$ cat config.mk
export PLATFORM = sky130hd
export DESIGN_NAME = decimal_to_seven_segment
export DESIGN_NICKNAME = d
export VERILOG_FILES = /design/src/hdl/d7s_pkg.sv /design/src/hdl/d7s_dabble_step.sv /design/src/hdl/decimal_to_seven_segment.sv
export SDC_FILE = /design/constraint.sdc
export NUM_CORES = 1
export LEC_CHECK = 0
export BUFFER_PORTS_ARGS = -buffer_cell sky130_fd_sc_hd__buf_2
export CAP_MARGIN = 25
export CELL_PAD_IN_SITES_DETAIL_PLACEMENT = 1
export CELL_PAD_IN_SITES_GLOBAL_PLACEMENT = 1
export CORE_ASPECT_RATIO = 1.25
export CORE_MARGIN = 4
export CORE_UTILIZATION = 30
export DETAILED_ROUTE_END_ITERATION = 16
export GPL_TIMING_DRIVEN = 0
export PLACE_DENSITY_LB_ADDON = 0.2
export SYNTH_ARGS = -nofsm -noshare
export SYNTH_HDL_FRONTEND = slang
export SYNTH_SLANG_ARGS = --single-unit
$ cat constraint.sdc
create_clock -name clk -period 6.9 [get_ports clk]
set_clock_uncertainty 0.2 [all_clocks]
set_input_delay 1.38 -clock clk [delete_from_list [all_inputs] [get_ports clk]]
set_output_delay 1.38 -clock clk [all_outputs]
set_load 0.1 [all_outputs]
$ cat src/hdl/d7s_pkg.sv
// Shared types, constants and the segment lookup for the decimal to seven-segment writer.
package d7s_pkg;

	localparam int unsigned ValueWidth = 16;
	localparam int unsigned DigitCount = 5;
	localparam int unsigned BcdWidth = 4 * DigitCount;
	localparam int unsigned StepCountWidth = 4;
	localparam logic [StepCountWidth-1:0] LastStep = 4'd15;

	localparam logic [7:0] SegMinus = 8'b01000000;
	localparam logic [7:0] SegBlank = 8'b00000000;

	typedef enum logic [1:0] {
		ST_IDLE,
		ST_CONV,
		ST_SIZE,
		ST_EMIT
	} state_t;

	function automatic logic [7:0] digit_segments(input logic [3:0] digit);
		logic [7:0] seg;
		case (digit)
			4'd0: seg = 8'b00111111;
			4'd1: seg = 8'b00000110;
			4'd2: seg = 8'b01011011;
			4'd3: seg = 8'b01001111;
			4'd4: seg = 8'b01100110;
			4'd5: seg = 8'b01101101;
			4'd6: seg = 8'b01111101;
			4'd7: seg = 8'b00000111;
			4'd8: seg = 8'b01111111;
			4'd9: seg = 8'b01101111;
			default: seg = SegBlank;
		endcase
		return seg;
	endfunction

endpackage

$ cat src/hdl/d7s_dabble_step.sv
// One shift-and-add-3 step of the binary to BCD conversion.
module d7s_dabble_step (
	input  logic [d7s_pkg::ValueWidth-1:0] bin,
	input  logic [d7s_pkg::BcdWidth-1:0]   bcd,
	output logic [d7s_pkg::ValueWidth-1:0] bin_next,
	output logic [d7s_pkg::BcdWidth-1:0]   bcd_next
);

	logic [d7s_pkg::BcdWidth-1:0] adjusted;

	always_comb begin
		for (int i = 0; i < d7s_pkg::DigitCount; i++) begin
			if (bcd[4*i +: 4] >= 4'd5) begin
				adjusted[4*i +: 4] = bcd[4*i +: 4] + 4'd3;
			end else begin
				adjusted[4*i +: 4] = bcd[4*i +: 4];
			end
		end
	end

	assign bcd_next = {adjusted[d7s_pkg::BcdWidth-2:0], bin[d7s_pkg::ValueWidth-1]};
	assign bin_next = {bin[d7s_pkg::ValueWidth-2:0], 1'b0};

endmodule

$ cat src/hdl/decimal_to_seven_segment.sv
// Top level: converts a number to decimal and emits its seven-segment characters one per cycle.
// A request runs through 16 iterations of the shared shift-and-add-3 unit, a sizing state and then
// the emit state for n = 1 to 6 characters; the next request is accepted only after its final one.
// The receiver cannot stall; busy falls as the final character is registered.
// Reset clears the sequencer and the strobe; no request is in flight after reset.
module decimal_to_seven_segment (
	input  logic        clk,
	input  logic        arst_n,
	input  logic        start,
	output logic        busy,
	input  logic        kind,
	input  logic [15:0] value,
	input  logic [7:0]  start_position,
	output logic        strobe,
	output logic [7:0]  digit_position,
	output logic [7:0]  segment_pattern,
	output logic        last
);

	d7s_pkg::state_t state_q, state_d;
	logic [d7s_pkg::ValueWidth-1:0]     bin_q, bin_d;
	logic [d7s_pkg::BcdWidth-1:0]       bcd_q, bcd_d;
	logic [d7s_pkg::StepCountWidth-1:0] cnt_q, cnt_d;
	logic                               neg_q, neg_d;
	logic [7:0]                         pos_q, pos_d;
	logic [2:0]                         idx_q, idx_d;
	logic                               strobe_q, strobe_d;
	logic [7:0]                         out_pos_q, out_pos_d;
	logic [7:0]                         out_seg_q, out_seg_d;
	logic                               out_last_q, out_last_d;

	logic [d7s_pkg::ValueWidth-1:0] bin_step;
	logic [d7s_pkg::BcdWidth-1:0]   bcd_step;
	logic                           negative;
	logic [2:0]                     top_digit;
	logic [3:0]                     cur_digit;

	d7s_dabble_step u_step (
		.bin      (bin_q),
		.bcd      (bcd_q),
		.bin_next (bin_step),
		.bcd_next (bcd_step)
	);

	assign negative = kind & value[15];
	assign cur_digit = bcd_q[{idx_q, 2'b00} +: 4];

	always_comb begin
		if (bcd_q[19:16] != 4'd0) begin
			top_digit = 3'd4;
		end else if (bcd_q[15:12] != 4'd0) begin
			top_digit = 3'd3;
		end else if (bcd_q[11:8] != 4'd0) begin
			top_digit = 3'd2;
		end else if (bcd_q[7:4] != 4'd0) begin
			top_digit = 3'd1;
		end else begin
			top_digit = 3'd0;
		end
	end

	always_comb begin
		state_d = state_q;
		bin_d = bin_q;
		bcd_d = bcd_q;
		cnt_d = cnt_q;
		neg_d = neg_q;
		pos_d = pos_q;
		idx_d = idx_q;
		strobe_d = 1'b0;
		out_pos_d = out_pos_q;
		out_seg_d = out_seg_q;
		out_last_d = out_last_q;
		case (state_q)
			d7s_pkg::ST_IDLE: begin
				if (start) begin
					bin_d = negative ? (16'd0 - value) : value;
					bcd_d = '0;
					cnt_d = '0;
					neg_d = negative;
					pos_d = start_position;
					state_d = d7s_pkg::ST_CONV;
				end
			end
			d7s_pkg::ST_CONV: begin
				bin_d = bin_step;
				bcd_d = bcd_step;
				cnt_d = cnt_q + 1'b1;
				if (cnt_q == d7s_pkg::LastStep) begin
					state_d = d7s_pkg::ST_SIZE;
				end
			end
			d7s_pkg::ST_SIZE: begin
				idx_d = top_digit;
				state_d = d7s_pkg::ST_EMIT;
			end
			d7s_pkg::ST_EMIT: begin
				strobe_d = 1'b1;
				out_pos_d = pos_q;
				pos_d = pos_q + 8'd1;
				if (neg_q) begin
					out_seg_d = d7s_pkg::SegMinus;
					out_last_d = 1'b0;
					neg_d = 1'b0;
				end else begin
					out_seg_d = d7s_pkg::digit_segments(cur_digit);
					out_last_d = (idx_q == 3'd0);
					if (idx_q == 3'd0) begin
						state_d = d7s_pkg::ST_IDLE;
					end else begin
						idx_d = idx_q - 3'd1;
					end
				end
			end
			default: begin
				state_d = d7s_pkg::ST_IDLE;
			end
		endcase
	end

	always_ff @(posedge clk or negedge arst_n) begin
		if (!arst_n) begin
			state_q <= d7s_pkg::ST_IDLE;
			strobe_q <= 1'b0;
		end else begin
			state_q <= state_d;
			strobe_q <= strobe_d;
		end
	end

	always_ff @(posedge clk) begin
		bin_q <= bin_d;
		bcd_q <= bcd_d;
		cnt_q <= cnt_d;
		neg_q <= neg_d;
		pos_q <= pos_d;
		idx_q <= idx_d;
		out_pos_q <= out_pos_d;
		out_seg_q <= out_seg_d;
		out_last_q <= out_last_d;
	end

	assign busy = (state_q != d7s_pkg::ST_IDLE);
	assign strobe = strobe_q;
	assign digit_position = out_pos_q;
	assign segment_pattern = out_seg_q;
	assign last = out_last_q;

	// Characters of one number come out in consecutive cycles.
	a_contiguous: assert property (@(posedge clk) disable iff (!arst_n)
		strobe && !last |=> strobe)
		else $error("character stream broke before the final character");

	// The final character is followed by a gap.
	a_gap_after_last: assert property (@(posedge clk) disable iff (!arst_n)
		strobe && last |=> !strobe)
		else $error("character emitted after the final one");

	// An accepted request makes the block busy.
	a_busy_after_start: assert property (@(posedge clk) disable iff (!arst_n)
		start && !busy |=> busy)
		else $error("request accepted but block not busy");

	// Positions advance by one within a number.
	a_pos_step: assert property (@(posedge clk) disable iff (!arst_n)
		strobe && !last |=> digit_position == $past(digit_position) + 8'd1)
		else $error("display position did not advance by one");

endmodule

# == Yosys cells after proc, flatten, opt, wreduce, memory -nomap -nowiden ==
# Memories as Yosys holds them, arrays and structs flattened. A register that Yosys moved wholly into a read port is not among the register bits.
# Cells that the tools add are included.
# op_classes
add_sub_neg,9
n_lt_le_gt_ge,5
eq_ne,9
n_shift,1
n_mux,29
bitwise,1
n_reduce_logical,14
# op_table
operator,count
case mux 20 bit (2 select lines),1
2-to-1 mux 16 bit,2
case mux 16 bit (2 select lines),1
">= comparator 4 x 3 -> 1 bit, second input constant",5
2-to-1 mux 20 bit,1
2-to-1 mux 4 bit,5
variable part select 20 x 6 -> 4 bit,1
"adder 4 x 2 -> 4 bit, second input constant",4
case mux 8 bit (2 select lines),1
nonzero test 4 bit,4
"subtractor 1 x 16 -> 16 bit, first input constant",1
2-to-1 mux 2 bit,6
2-to-1 mux 3 bit,4
"inequality test 2 bit, second input constant",5
"adder 8 x 1 -> 8 bit, second input constant",1
2-to-1 mux 8 bit,1
case mux 2 bit (4 select lines),1
case mux 4 bit (2 select lines),1
nonzero test 2 bit,4
case mux 3 bit (2 select lines),1
"adder 4 x 1 -> 4 bit, second input constant",1
"== test 2 bit, second input constant",2
"== test 4 bit, second input constant",1
AND reduction 2 bit,2
other kinds (10),12
# totals
ff_bits,72
romBits,112
input_bits,28
output_inout_bits,19
elab_cells,80
mem_count,1
# mem_list
name,words,word_bits,read_ports,rd_clocked_by_memory_dff,wr,line,source
(name not given),16,7,1,1,0,d7s_pkg.sv:22,case (digit)

# == Depth between registers and ports, before layout ==
# Gate-level depths: netlist of run 1.
# depth
ltp_word,6
depth_mapped,10
ltp_nobuf,9

# == Cells and area by module ==
# From an unflattened synthesis of run 1, not the netlist that was laid out.
# hier_totals
cells_unflattened,404
area_unflattened_um2,4299.1
# by_module_without_submodules
mod,instances,cells_per_inst,area_per_inst_um2,seq_area_each_um2
decimal_to_seven_segment,1,310,3681.0,2117.0
d7s_dabble_step,1,94,618.1,0.0

# == Least setup slack after synthesis of run 1 ==
# Ideal clock, no wire load.
# synth_timing
path_type,reg2reg
startpoint,register state_q[1]
endpoint,register bcd_q[0] (netlist name) (enable)
setup_ns,0.493
arrival_time_ns,3.963
required_time_ns,6.207
slack_ns,2.245
path_stages_with_launch,7
n_path_buf,2
synth_period_minus_slack_ns,4.655
path_cell_list,dfrtp_1 > inv_1 > ha_1 > clkbuf_1 > inv_1 > clkbuf_1 > o21ai_0
# synth_between
elab_chain_len,3
elab_cells_between_ends,5
classes_between,2 x eq/ne; 3 x reduce/logical
# synth_rtl
element,line,source
"start, declared",decimal_to_seven_segment.sv:20,"d7s_pkg::state_t state_q, state_d;"
"start signal, assigned",decimal_to_seven_segment.sv:123,state_q <= d7s_pkg::ST_IDLE;
"start signal, assigned",decimal_to_seven_segment.sv:126,state_q <= state_d;
== test 2 x 1 -> 1 bit / zero test 2 bit (equally long branches),decimal_to_seven_segment.sv:74,case (state_q)
nonzero test 2 bit (no line) / inequality test 2 bit (equally long branches),--,
AND reduction 2 bit (no line) *,--,
"end signal, assigned",decimal_to_seven_segment.sv:133,bcd_q <= bcd_d;
"end, declared",decimal_to_seven_segment.sv:22,"logic [d7s_pkg::BcdWidth-1:0] bcd_q, bcd_d;"
# Mark *: on every way between the ends. The rest lies on a longest branch, timed or not.
# A chain may end at the register's enable or synchronous reset.

# == Final worst setup path of run 1 ==
# layout_timing
startpoint,register state_q[0]
endpoint,output port busy
# layout_between
elab_chain_len,1
# layout_rtl
element,line,source
nonzero test 2 bit,decimal_to_seven_segment.sv:143,assign busy = (state_q != d7s_pkg::ST_IDLE);
"end, declared",decimal_to_seven_segment.sv:10,"output logic busy,"
# Every way passes these cells.

==> summary.txt, run 1 <==
WL final = 9100 um
Die W = 112 um
Antenna-violating nets left = 0
Global route overflow = 0
Vias in the first global route = 3115
Row count = 47
Syn_area_per_cell = 10.7 um^2
Crit path max-delay family = buffers and inverters
Total iterations of the first detailed-routing run = 6
Type of the most critical hold path = flip-flop to flip-flop
Layout area overhead = 19.3%
Synthesized instance count = 379
Worst-path clk slew = 0.06 ns
Filler instances = 1517
Synthesis Warnings = 0
Critical Path Sink Type = primary output
GPL Wtd Cong = 0.752
Number of gates resized after CTS = 0
Required time of the worst setup path = 5.32 ns
Min Tclk post-route = 3.20 ns
Largest net degree at the start of global routing = 30
Most common cell after layout, fill and taps aside = edfxtp_1
Rel. slew slack = 33.6%
Share of post-route cells with drive strength above 1 = 17.0%
Worst-Margin Slew = 0.996 ns
#FFs+latches synth = 71
Final setup TNS = 0 ns
Layout Nets = 490
Initial Util = 30.5%
Setup CP Type = flip-flop to primary output
Diode count = 0
Worst Setup Start Kind = flip-flop
Asr flop ratio synth = 4.23%
CTS tree = yes
Gr usage total = 12.5%
Post-Syn Nets = 432
Top cell by count, worst path = inv_1
Synth Flop Type = edfxtp_1
Via count = 2919
Mapped Area = 0.00404 mm^2
IO buf count = 45
Area of the multi-input gates = 0.00179 mm^2
First-pass GRT wire length = 15200 um
DRT iter0 DRCs = 93
Skew-Pair Late Insertion Delay = 0.33 ns
Max-cap violations = 0
Core area = 0.0132 mm^2
Crit path cell chain = inv_1 -> ha_1 -> inv_1 -> buf_2
Post-DR wirelength/cell = 14.9 um
Hold Violations, Final = 0
DR vias/cell = 4.76
Final HPWL DP = 6990 um
Cts bufs inserted = 9
Postcts setup bufs = 0
Sink Count = 71
CP Max Fanout = 5
Synth cell types = 41
Clock tree buffer depth = 2
DRC Markers = 0
CTS root buf = clkbuf_16
Crit-path slowest cell = buf_2
CP arrival = 1.62 ns
H-tree lvl count = 3
# IOs = 47
Max Fclk = 313 MHz
Number of synthesized flops with an enable pin = 68
Tcrit/Tclk final = 46.4%
Commonest cells after routing, fill and taps aside = edfxtp_1, buf_2, nor2_1
Slew Viols, Final = 0
Cts hold-fix bufs = 0
Register area share after synthesis = 52.4%
Worst path bufs/invs = 3
RSZ-0062 raised after global routing = no
Antenna violations before repair = 1
Status = finished clean
Worst stage delay on the critical path = 0.44 ns
Die Span Y = 138 um
Sequential cell area = 0.00212 mm^2
Final setup violation count = 0
Share of the synthesized area in the top cell type = 50.6%
Die area = 0.0154 mm^2
Synth area leaders = edfxtp_1, ha_1, o21ai_0
Biggest area consumer among synthesized cells = edfxtp_1
state kept, by name, summed over array words and instances, names as in the netlist:
name and count:
digit_position 8, strobe 1, segment_pattern 7, bin_q 16
neg_q 1, bcd_q 20, cnt_q 4, state_q 2
idx_q 3, last 1, pos_q 8
worst reg2reg max path, delay by kind of cell, from the launching register on:
| family | cells | cell delay (ns) |
|---|---|---|
| compound gates | 1 | 0.53 |
| fa+ha+maj | 1 | 0.83 |
| buf+inv | 3 | 0.67 |
| flops | 1 | 0.40 |
layout make-up:
cell class / instances / share of cell area, %
Timing Repair Buffer: 47 / 5.25
Clock inverter: 6 / 1.48
Sequential cell: 71 / 44.0
Multi-Input combinational cell: 271 / 37.1
Buffer: 14 / 1.20
Clock buffer: 10 / 4.76
Tap cell: 171 / 4.44
Inverter: 23 / 1.79
synthesized netlist by cell type (all sizes together), types with 5 or more instances:
cell type  count
a211oi         5
a21oi         27
clkbuf        12
edfxtp        68
ha            25
inv           23
mux2           6
mux2i          9
nand2         33
nand2b        10
nand3          7
nor2          41
nor2b          5
nor3           5
o21ai         36
xnor2         16
xor2          15
worst paths after layout:
path	slack, ns	start	end	depth (start not counted)
max	3.70	state_q[0]	busy	4
min	0.28	pos_q[1]	digit_position[1]	0
min in group asynchronous	0.63	arst_n	state_q[1]	1
max in group asynchronous	5.76	arst_n	strobe	1
max reg2reg	3.97	state_q[1]	pos_q[1]	5
min reg2reg	0.28	pos_q[1]	digit_position[1]	0
metal layers:
layer / wire length [um] / track usage, % / vias up
met2: 4780 / 22.6 / 41
met1: 3800 / 14.1 / 1405
met3: 331 / 3.12 / 14
met5: 7 / 0 / -
li1: - / - / 1457
met4: 187 / 5.14 / 2
metrics by stage:
step	utilization, %	hold slack [ns]	std cells	area [um^2]	setup slack, ns
5_1_grt	36.4	0.283	613	4810	3.58
3_5_place_dp	34.1	0.266	597	4510	3.43
4_1_cts	36.4	0.278	613	4810	3.66
3_3_place_gp	33.8	0.268	595	4480	0.157
2_1_floorplan	-	0.246	379	4040	2.24
6_report	36.4	0.279	613	4810	3.70
logic make-up (layout without fill, tap and decap cells):
family | after synthesis | after routing | synth area share, %
AO/OA/AOI/OAI | 81 | 81 | 11.5
buffers and inverters | 37 | 100 | 3.56
AND/OR/NAND/NOR | 118 | 118 | 14.0
XOR/XNOR | 31 | 31 | 6.73
other | 1 | 1 | 0.0929
adder cells (fa/ha/maj) | 25 | 25 | 7.75
multiplexers | 15 | 15 | 3.91
flip-flops | 71 | 71 | 52.4
Power of run 1 is left out: the tool's default activity adds up to more than one toggle a clock period on the data nets, which glitch-free logic cannot reach.
==> inputs of run 2 (changes only) <==
clock period = 3.2 ns   (was 6.9 ns; I/O delays follow)
==> run 2 against run 1 <==
  * Utilization rose by 0.15 points
  * Final cell count rose by 0.33%
  * Via count rose by 1.2%
  * Cell area rose by 0.42%
  * Sequential cell count did not move
  * Non-clock buffer count rose by 2
==> summary.txt, run 2 (synthesized netlist as in run 1, its figures left out) <==
Clock tree buffer depth = 2
Core area = 0.0132 mm^2
Largest net degree at the start of global routing = 24
Cells after DPL = 597
Global route overflow = 0
Placed cell area = 0.00452 mm^2
Share of post-route cells with drive strength above 1 = 17.1%
Type of the most critical hold path = flip-flop to flip-flop
Biggest regs = bcd_q (20), bin_q (16)
DRT iter0 DRCs = 81
GPL Wtd Cong = 0.775
Post-DR wirelength/cell = 14.9 um
Antenna-violating nets left = 0
Die area = 0.0154 mm^2
Layout area overhead = 19.8%
DR vias/cell = 4.80
Setup CP Type = flip-flop to flip-flop
Worst-path clk slew = 0.06 ns
Cts bufs inserted = 9
Reg2reg start = state_q[1]
Final setup TNS = 0 ns
Min Tclk post-route = 2.90 ns
Most common cell after layout, fill and taps aside = edfxtp_1
Diode count = 0
Layout Nets = 492
# IOs = 47
Vias in the first global route = 3220
Final HPWL DP = 7070 um
IO buf count = 45
Skew-Pair Late Insertion Delay = 0.33 ns
Initial Util = 30.5%
CP Max Fanout = 23
Rel. slew slack = 51.6%
CTS tree = yes
First-pass GRT wire length = 15400 um
Required time of the worst setup path = 3.04 ns
Critical Path Sink Type = flip-flop
Via count = 2955
Hold Violations, Final = 0
Hold path startpoint = pos_q[7]
Final Cell Area = 0.00483 mm^2
Row count = 47
Worst Setup Start Kind = flip-flop
DRC Markers = 0
Post-route insts no fill = 615
WL final = 9140 um
Max Fclk = 345 MHz
Gr usage total = 12.6%
Worst-Margin Slew = 0.723 ns
Slew Viols, Final = 0
Max reg flops = 20
Top reg by flops = bcd_q
H-tree lvl count = 3
Die W = 112 um
RSZ-0062 raised after global routing = no
Final setup violation count = 0
CTS root buf = clkbuf_16
Crit path from = state_q[1]
Total iterations of the first detailed-routing run = 4
Tcrit/Tclk final = 90.5%
Max-cap violations = 0
Status = finished clean
Die Span Y = 138 um
CP arrival = 2.73 ns
Sink Count = 71
Antenna violations before repair = 0
Commonest cells after routing, fill and taps aside = edfxtp_1, buf_2, nor2_1
[run 2: changes by cell type in the layout (fill, tap and decap cells not counted), sizes merged]
cell         before  now
clkinvlp          2    0
buf              49   50
clkbuf           22   23
clkinv            3    4
dlygate4sd3       0    1
[run 2: layout make-up]
type                       count  area [um^2]
fill                        1511         8400
sequential                    71         2120
multi-input combinational    271         1790
timing repair buffer          49          285
clock buffer                  11          233
tap                          171          214
inverter                      23         86.3
buffer                        14         57.6
clock inverter                 5         50.0
[run 2: repair_timing]
action,CTS,global route
setup buffers,0,0
hold endpoints to repair,3,0
gates resized for setup,0,1
hold buffers,1,0
endpoints found under the setup margin,0,1
[run 2: path summary, 6_finish.rpt]
check / end / slack (ns) / cells past startpoint
setup / recovery: bin_q[5] / 0.30 / 7
hold / removal: digit_position[7] / 0.28 / 0
setup reg to reg: bin_q[5] / 0.30 / 7
hold reg to reg: digit_position[7] / 0.28 / 0
max in group asynchronous: state_q[1] / 2.25 / 2
min in group asynchronous: strobe / 0.44 / 2
[run 2: worst max-delay path, stage by stage (launching register included)]
cell and delay (ns):
dfrtp_1 0.41, inv_1 0.09, ha_1 0.14, clkbuf_1 0.30
inv_1 0.17, clkbuf_1 0.34, o21ai_4 0.68, buf_16 0.25
[run 2: metal layers]
layer,up-vias,track usage (%),part of all wire [%]
li1,1454,-,-
met1,1437,13.6,41
met2,47,23.2,53
met3,17,3.82,4.4
met4,0,4.80,2.2
met5,-,0,0
[run 2: stage by stage]
step,hold WS (ns),util (%),setup WS (ns)
6_report,0.281,36.5,0.303
4_1_cts,0.284,36.4,0.0589
3_5_place_dp,0.240,34.2,0.0823
2_1_floorplan,0.144,-,0.388
3_3_place_gp,0.239,33.9,-0.592
5_1_grt,0.290,36.5,0.0709
Power of run 2 is left out for the same reason.
